## config.mk

```make
export PLATFORM = sky130hd
export DESIGN_NAME = mls_ctrl
export DESIGN_NICKNAME = d
export VERILOG_FILES = /design/src/rtl/mls_pkg.sv /design/src/rtl/mls_ctrl.sv
export VERILOG_INCLUDE_DIRS = /design/src /design/src/rtl
export SDC_FILE = /design/constraint.sdc
export NUM_CORES = 1
export LEC_CHECK = 0
export BUFFER_PORTS_ARGS = -buffer_cell sky130_fd_sc_hd__buf_2
export CAP_MARGIN = 20
export CORE_UTILIZATION = 53
export DETAILED_ROUTE_END_ITERATION = 8
export HOLD_SLACK_MARGIN = 0.12
export PLACE_DENSITY = 0.82
export SYNTH_ARGS = -nofsm -noshare
export SYNTH_HDL_FRONTEND = slang
export SYNTH_SLANG_ARGS = --single-unit
```

## constraint.sdc

```tcl
create_clock -name clk -period 1.75 [get_ports clk]
set_input_delay 0.0875 -clock clk [delete_from_list [all_inputs] [get_ports clk]]
set_output_delay 0.0875 -clock clk [all_outputs]
set_load 0.05 [all_outputs]
```

## src/rtl/masked_3d_laplacian_stencil_top_defines.svh

```systemverilog
// ----------------------------------------------------------------------------
// masked 3d laplacian stencil assertion macros
// shared assertion forms for the stencil rtl
// ----------------------------------------------------------------------------
`ifndef MASKED_3D_LAPLACIAN_STENCIL_TOP_DEFINES_SVH
`define MASKED_3D_LAPLACIAN_STENCIL_TOP_DEFINES_SVH

// same-cycle implication, checked out of reset
`define MLS_ASSERT_IMPL(label, ante, cons, msg) \
  label: assert property (@(posedge clk) disable iff (rst) (ante) |-> (cons)) \
    else $error(msg);

// next-cycle implication, checked out of reset
`define MLS_ASSERT_NEXT(label, ante, cons, msg) \
  label: assert property (@(posedge clk) disable iff (rst) (ante) |=> (cons)) \
    else $error(msg);

`endif

```

## src/rtl/mls_pkg.sv

```systemverilog
// ----------------------------------------------------------------------------
// mls_pkg
// shared types, codes and constants of the masked 3d laplacian stencil
// ----------------------------------------------------------------------------
package mls_pkg;

  localparam int DEF_MAX_SLOW = 64;
  localparam int DEF_MAX_MID  = 64;
  localparam int DEF_MAX_FAST = 64;
  localparam int DEF_SIZE     = 64;

  localparam int VAL_W      = 24;
  localparam int LAB_W      = 2;
  localparam int SIZE_W     = 7;
  localparam int WGT_W      = 16;
  localparam int WSUM_W     = 21;  // 26 weights of 16 bits
  localparam int ACC_W      = 46;
  localparam int NUM_W      = ACC_W + 1;
  localparam int DEN_W      = WSUM_W + 1;
  localparam int CFG_IDX_W  = 3;
  localparam int CFG_DATA_W = 16;
  localparam int STEP_W     = 5;
  localparam int QCNT_W     = 6;
  localparam int IN_DATA_W  = 32;
  localparam int OUT_DATA_W = 24;

  localparam logic [STEP_W-1:0] LAST_ISSUE = STEP_W'(26);
  localparam logic [STEP_W-1:0] LAST_STEP  = STEP_W'(28);

  localparam logic [WGT_W-1:0] DEF_FACE_WEIGHT   = 16'd3430;
  localparam logic [WGT_W-1:0] DEF_EDGE_WEIGHT   = 16'd2426;
  localparam logic [WGT_W-1:0] DEF_CORNER_WEIGHT = 16'd1981;

  localparam logic [WSUM_W-1:0] INSIDE_DIVISOR = WSUM_W'(65536);

  typedef enum logic [CFG_IDX_W-1:0] {
    REG_SIZE_SLOW,
    REG_SIZE_MID,
    REG_SIZE_FAST,
    REG_FACE_WEIGHT,
    REG_EDGE_WEIGHT,
    REG_CORNER_WEIGHT
  } cfg_reg_t;

  localparam logic CMD_VOXEL = 1'b0;
  localparam logic CMD_DRAIN = 1'b1;

  localparam logic [LAB_W-1:0] LAB_OUTSIDE  = 2'd0;
  localparam logic [LAB_W-1:0] LAB_INSIDE   = 2'd1;
  localparam logic [LAB_W-1:0] LAB_BOUNDARY = 2'd2;

  localparam logic [1:0] CLS_ZERO     = 2'd0;
  localparam logic [1:0] CLS_INSIDE   = 2'd1;
  localparam logic [1:0] CLS_BOUNDARY = 2'd2;
  localparam logic [1:0] CLS_EMPTY    = 2'd3;

  localparam logic [1:0] ORD_FACE   = 2'd1;
  localparam logic [1:0] ORD_EDGE   = 2'd2;

  // window walk: centre first, then the 26 neighbours
  // each entry holds {slow, mid, fast} offset codes, 0 is -1, 1 is 0, 2 is +1
  localparam logic [5:0] NB_TABLE [27] = '{
    6'h15, 6'h00, 6'h01, 6'h02, 6'h04, 6'h05, 6'h06, 6'h08, 6'h09,
    6'h0A, 6'h10, 6'h11, 6'h12, 6'h14, 6'h16, 6'h18, 6'h19, 6'h1A,
    6'h20, 6'h21, 6'h22, 6'h24, 6'h25, 6'h26, 6'h28, 6'h29, 6'h2A
  };

  typedef enum logic [2:0] {
    ST_IDLE,
    ST_CHECK,
    ST_READ,
    ST_PREP,
    ST_NUM,
    ST_DIV,
    ST_FINISH
  } state_t;

  typedef struct packed {
    logic              accept;
    logic              start;
    logic              issue;
    logic [STEP_W-1:0] step;
    logic              prep;
    logic              num;
    logic              div_step;
    logic              load;
  } cmd_t;

  typedef struct packed {
    logic emit_due;
    logic need_div;
    logic out_blocked;
  } sts_t;

  function automatic int clamp_size(logic [SIZE_W-1:0] v, int hi);
    int r;
    r = int'(v);
    if (r < 3) r = 3;
    if (r > hi) r = hi;
    return r;
  endfunction

endpackage

```

## src/rtl/mls_ctrl.sv

```systemverilog
// ----------------------------------------------------------------------------
// mls_ctrl
// sequencer: take item, walk the window, divide when needed, hand off the result
// ----------------------------------------------------------------------------
`include "masked_3d_laplacian_stencil_top_defines.svh"

module mls_ctrl (
  input  logic          clk,
  input  logic          rst,
  input  logic          s_tvalid,
  output logic          s_tready,
  output mls_pkg::cmd_t cmd,
  input  mls_pkg::sts_t sts
);
  import mls_pkg::*;

  state_t              state, state_next;
  logic [STEP_W-1:0]   step, step_next;
  logic [QCNT_W-1:0]   qcnt, qcnt_next;

  always_ff @(posedge clk) begin
    if (rst) begin
      state <= ST_IDLE;
      step  <= '0;
      qcnt  <= '0;
    end else begin
      state <= state_next;
      step  <= step_next;
      qcnt  <= qcnt_next;
    end
  end

  always_comb begin
    state_next = state;
    step_next  = step;
    qcnt_next  = qcnt;
    s_tready   = 1'b0;
    cmd        = '0;
    cmd.step   = step;
    unique case (state)
      ST_IDLE: begin
        s_tready   = 1'b1;
        cmd.accept = s_tvalid;
        if (s_tvalid) state_next = ST_CHECK;
      end
      ST_CHECK: begin
        step_next = '0;
        if (sts.emit_due) begin
          cmd.start  = 1'b1;
          state_next = ST_READ;
        end else begin
          state_next = ST_IDLE;
        end
      end
      ST_READ: begin
        cmd.issue = (step <= LAST_ISSUE);
        step_next = step + STEP_W'(1);
        if (step == LAST_STEP) begin
          state_next = sts.need_div ? ST_PREP : ST_FINISH;
        end
      end
      ST_PREP: begin
        cmd.prep   = 1'b1;
        state_next = ST_NUM;
      end
      ST_NUM: begin
        cmd.num    = 1'b1;
        qcnt_next  = QCNT_W'(NUM_W - 1);
        state_next = ST_DIV;
      end
      ST_DIV: begin
        cmd.div_step = 1'b1;
        qcnt_next    = qcnt - QCNT_W'(1);
        if (qcnt == '0) state_next = ST_FINISH;
      end
      ST_FINISH: begin
        if (!sts.out_blocked) begin
          cmd.load   = 1'b1;
          state_next = ST_IDLE;
        end
      end
      default: state_next = ST_IDLE;
    endcase
  end

  `MLS_ASSERT_IMPL(a_load_unblocked, cmd.load, !sts.out_blocked, "result loaded over a held one")
  `MLS_ASSERT_IMPL(a_step_range, state == ST_READ, step <= LAST_STEP, "window walk overran")

endmodule

```

==> results.txt <==
- Routability-driven placement finished with a final weighted congestion of 0.804.
* Power per standard cell area: 730 nW/um^2
- Global-route wire length before repair: 3.67 mm
- Of all flip-flops after synthesis, the portion carrying an async set or reset was 0.
* Arrival time of data at the critical path endpoint: 1570 ps
- Clock Path Buffers: 2
- Overall Global Routing Usage: 0.249
* Period utilization: 0.947
* Number of rows created at floorplan: 14
* Post-detailed-route via-to-cell ratio: 5.69
- After synthesis, the mean cell area works out to 8.29 sq um.
- On the worst path, the slowest cell contributes a delay of 490 ps.
* Hold Crit Class: in -> reg
* Number of antenna violations at the first check in global routing: 0
- The detail route stage leaves a number of antenna-violating nets equal to 0.
* Run status: finished clean
* Chip height: 44.4 um
- Setup repair after global routing left no endpoint under its margin.
- The finished layout holds 157 standard cells, fillers aside.
- The synthesized netlist contains 44 unique library cells.
- Top Family by Delay on Critical Path: flip-flops
- Clock latency on the worst-skew pair: 280 ps
- Counting flops and latches in the post-synthesis netlist gives 14.
- Once placement completed, the tool counted placed cells totaling 153.
* Worst Setup Path Type: reg -> out
* Number of warning messages in the yosys log: 0
- Setup Skew: 5.20 ps
- Number of sinks driven by the clock tree: 14
- The core region is 1590 sq um.
- The initial utilization of the core area, before any placement, comes to 0.598.
- Among all cell types in the netlist, the one instantiated most often is dfxtp_1.
- Ports placed on the boundary: 19
- Detailed routing inserted a total of 893 vias.
- Reg clk slew, reported paths: 90 ps
- The routed design has 2.13 mm of wire.
- Pre-CTS setup slack: 147 ps
* Post-DP HPWL: 1.59 mm
- Total of fill cells in the finished design: 141
* F_max: 604 MHz
* Largest net degree at the start of global routing: 18
* Worst-case vdd ir drop: 0.599 mV
* Max-slew headroom at the worst pin: 0.759
- When the netlist entered floorplanning its net count stood at 126.
* Htree depth: 1
* Area share of the largest cell type after synthesis: 0.294
- Critical-path maximum fanout: 12
* Die Span X: 44.4 um
- List of most frequent post-synthesis cells: dfxtp_1, nor2_1, inv_1, a21oi_1, o21ai_0
* Slew at the pin closest to its max-slew limit: 358 ps
- Synthesized cell area: 953 sq um
- CP cell instances: or3b_4, inv_2, buf_2
* Slew Limit Fails: 0
- During placement, the flow inserted port buffers numbering 18.
- Kind of start point of the critical path: flop
- Across all setup checks in the final design, the least slack found is 93.5 ps.
- Final critical delay including setup and external delays: 1660 ps
* Area delta synth->final: 15.7%
- Vias in the first global route: 815
* Post-CTS Repair Setup Buffers: 0
- Among all stages on the critical path, the largest delay is contributed by dfxtp_2.
- Setup Viol. Count Final: 0
* Cells taking the most area after synthesis: dfxtp_1, ha_1, nor2_1
- The number of buffers and inverters on the critical path is 2.
- Required time at the worst-slack endpoint: 1660 ps
- Library cell used as clock root buffer: clkbuf_4
- Drc violations: 0
* Average detailed-routed wire length per instance: 13.6 um
- The share of the Yosys chip area taken by registers is 0.294.
- Number of clock buffers inserted by TritonCTS: 3
* Top_reg_cell synth: dfxtp_1
- The first TritonRoute pass finished after 4 iterations.
* Crit path from: state[2]$_SDFFE_PP0P_
* Reg-to-reg critical path startpoint: step[0]$_SDFFE_PP0P_
* Number of nets in the layout: 145
* Dominant cell type by area after synthesis: dfxtp_1
- Total overflow reported by the global router: 0
* Die Area: 1970 sq um
- Diodes inserted: 0
- Ratio of cells with drive above 1 in the final layout: 0.286
* Final count of hold timing violations: 0
- Number of max-capacitance violations reported: 0
* Instance count of the mapped netlist: 115
- TritonCTS built the clock tree.
- Critical path capture point type: output pin
* Source of the worst hold timing path: rst
- After the first detailed-routing iteration, the DRC count stood at 11.
* Leakage component of the power: 0.000473 uW
* Post-synth EDFFs: 0
through the flow:
step | utilization | cell area [sq um] | total power [uW] | setup TNS [ps] | hold WS, ps
after floorplan | - | 958 | 526 | -1480 | 155
after global placement | 0.664 | 1060 | 565 | 0 | 436
after detailed placement | 0.664 | 1060 | 574 | 0 | 447
after CTS | 0.688 | 1100 | 810 | 0 | 146
after global routing | 0.692 | 1100 | 847 | 0 | 174
final | 0.692 | 1100 | 806 | 0 | 155
cell usage in the layout, fill, tap and decap left out, drive strengths merged, types with 2 or more instances in the layout:
| master | instances |
|---|---|
| nor4b | 2 |
| nand3b | 2 |
| a31oi | 2 |
| nor3 | 2 |
| o21ai | 9 |
| nor2 | 12 |
| nor4 | 5 |
| buf | 22 |
| a41oi | 2 |
| nand3 | 3 |
| dfxtp | 14 |
| nand2b | 2 |
| a21oi | 8 |
| inv | 10 |
| nand2 | 3 |
| a211oi | 3 |
| clkbuf | 4 |
| ha | 5 |
| a22oi | 2 |
| and2 | 4 |
| nor3b | 2 |
state kept, by name, summed over array words and instances (netlist names):
| register | flops |
|---|---|
| state | 3 |
| step | 5 |
| qcnt | 6 |
layout make-up:
| class | count | area (sq um) | share of cell area |
|---|---|---|---|
| inverter | 10 | 37.5 | 0.0340 |
| tap | 24 | 30.0 | 0.0272 |
| sequential | 14 | 284 | 0.257 |
| multi-input combinational | 83 | 596 | 0.540 |
| timing repair buffer | 22 | 120 | 0.109 |
| clock buffer | 4 | 36.3 | 0.0329 |
logic make-up after synthesis:
logic type / Yosys count / synth area share
AND/OR/NAND/NOR: 43 / 0.290
adder cells (fa/ha/maj): 5 / 0.0656
AO/OA/AOI/OAI: 31 / 0.218
XOR/XNOR: 2 / 0.0184
multiplexers: 2 / 0.0223
buffers and inverters: 18 / 0.0918
flip-flops: 14 / 0.294
power breakdown:
part / leakage, uW / total (uW) / internal [uW] / switching [uW]
clock: 0.0000210 / 234 / 127 / 108
combinational: 0.000337 / 209 / 74.9 / 134
sequential: 0.000114 / 363 / 332 / 30.5
total: 0.000473 / 806 / 534 / 272
per-layer routing:
layer / up-vias / GRT usage / wire [um]
li1: 449 / - / -
met1: 411 / 0.366 / 1020
met2: 33 / 0.371 / 984
met3: 0 / 0.0490 / 126
met4: 0 / 0.0667 / 0
met5: - / 0 / 0
worst paths after layout:
check                           to  slack [ps]  depth (start not counted)
max                         cmd[2]          90                          3
min           qcnt[4]$_SDFFE_PP0P_         160                          2
max reg2reg  state[1]$_SDFFE_PP0P_         200                          6
min reg2reg   qcnt[5]$_SDFFE_PP0P_         560                          1
what timing repair did:
item                                    4_1_cts  5_1_grt
gates resized for setup                       2        2
endpoints found under the setup margin        2        2
hold buffers                                  0        0
Power figures use the tool's default switching activity.
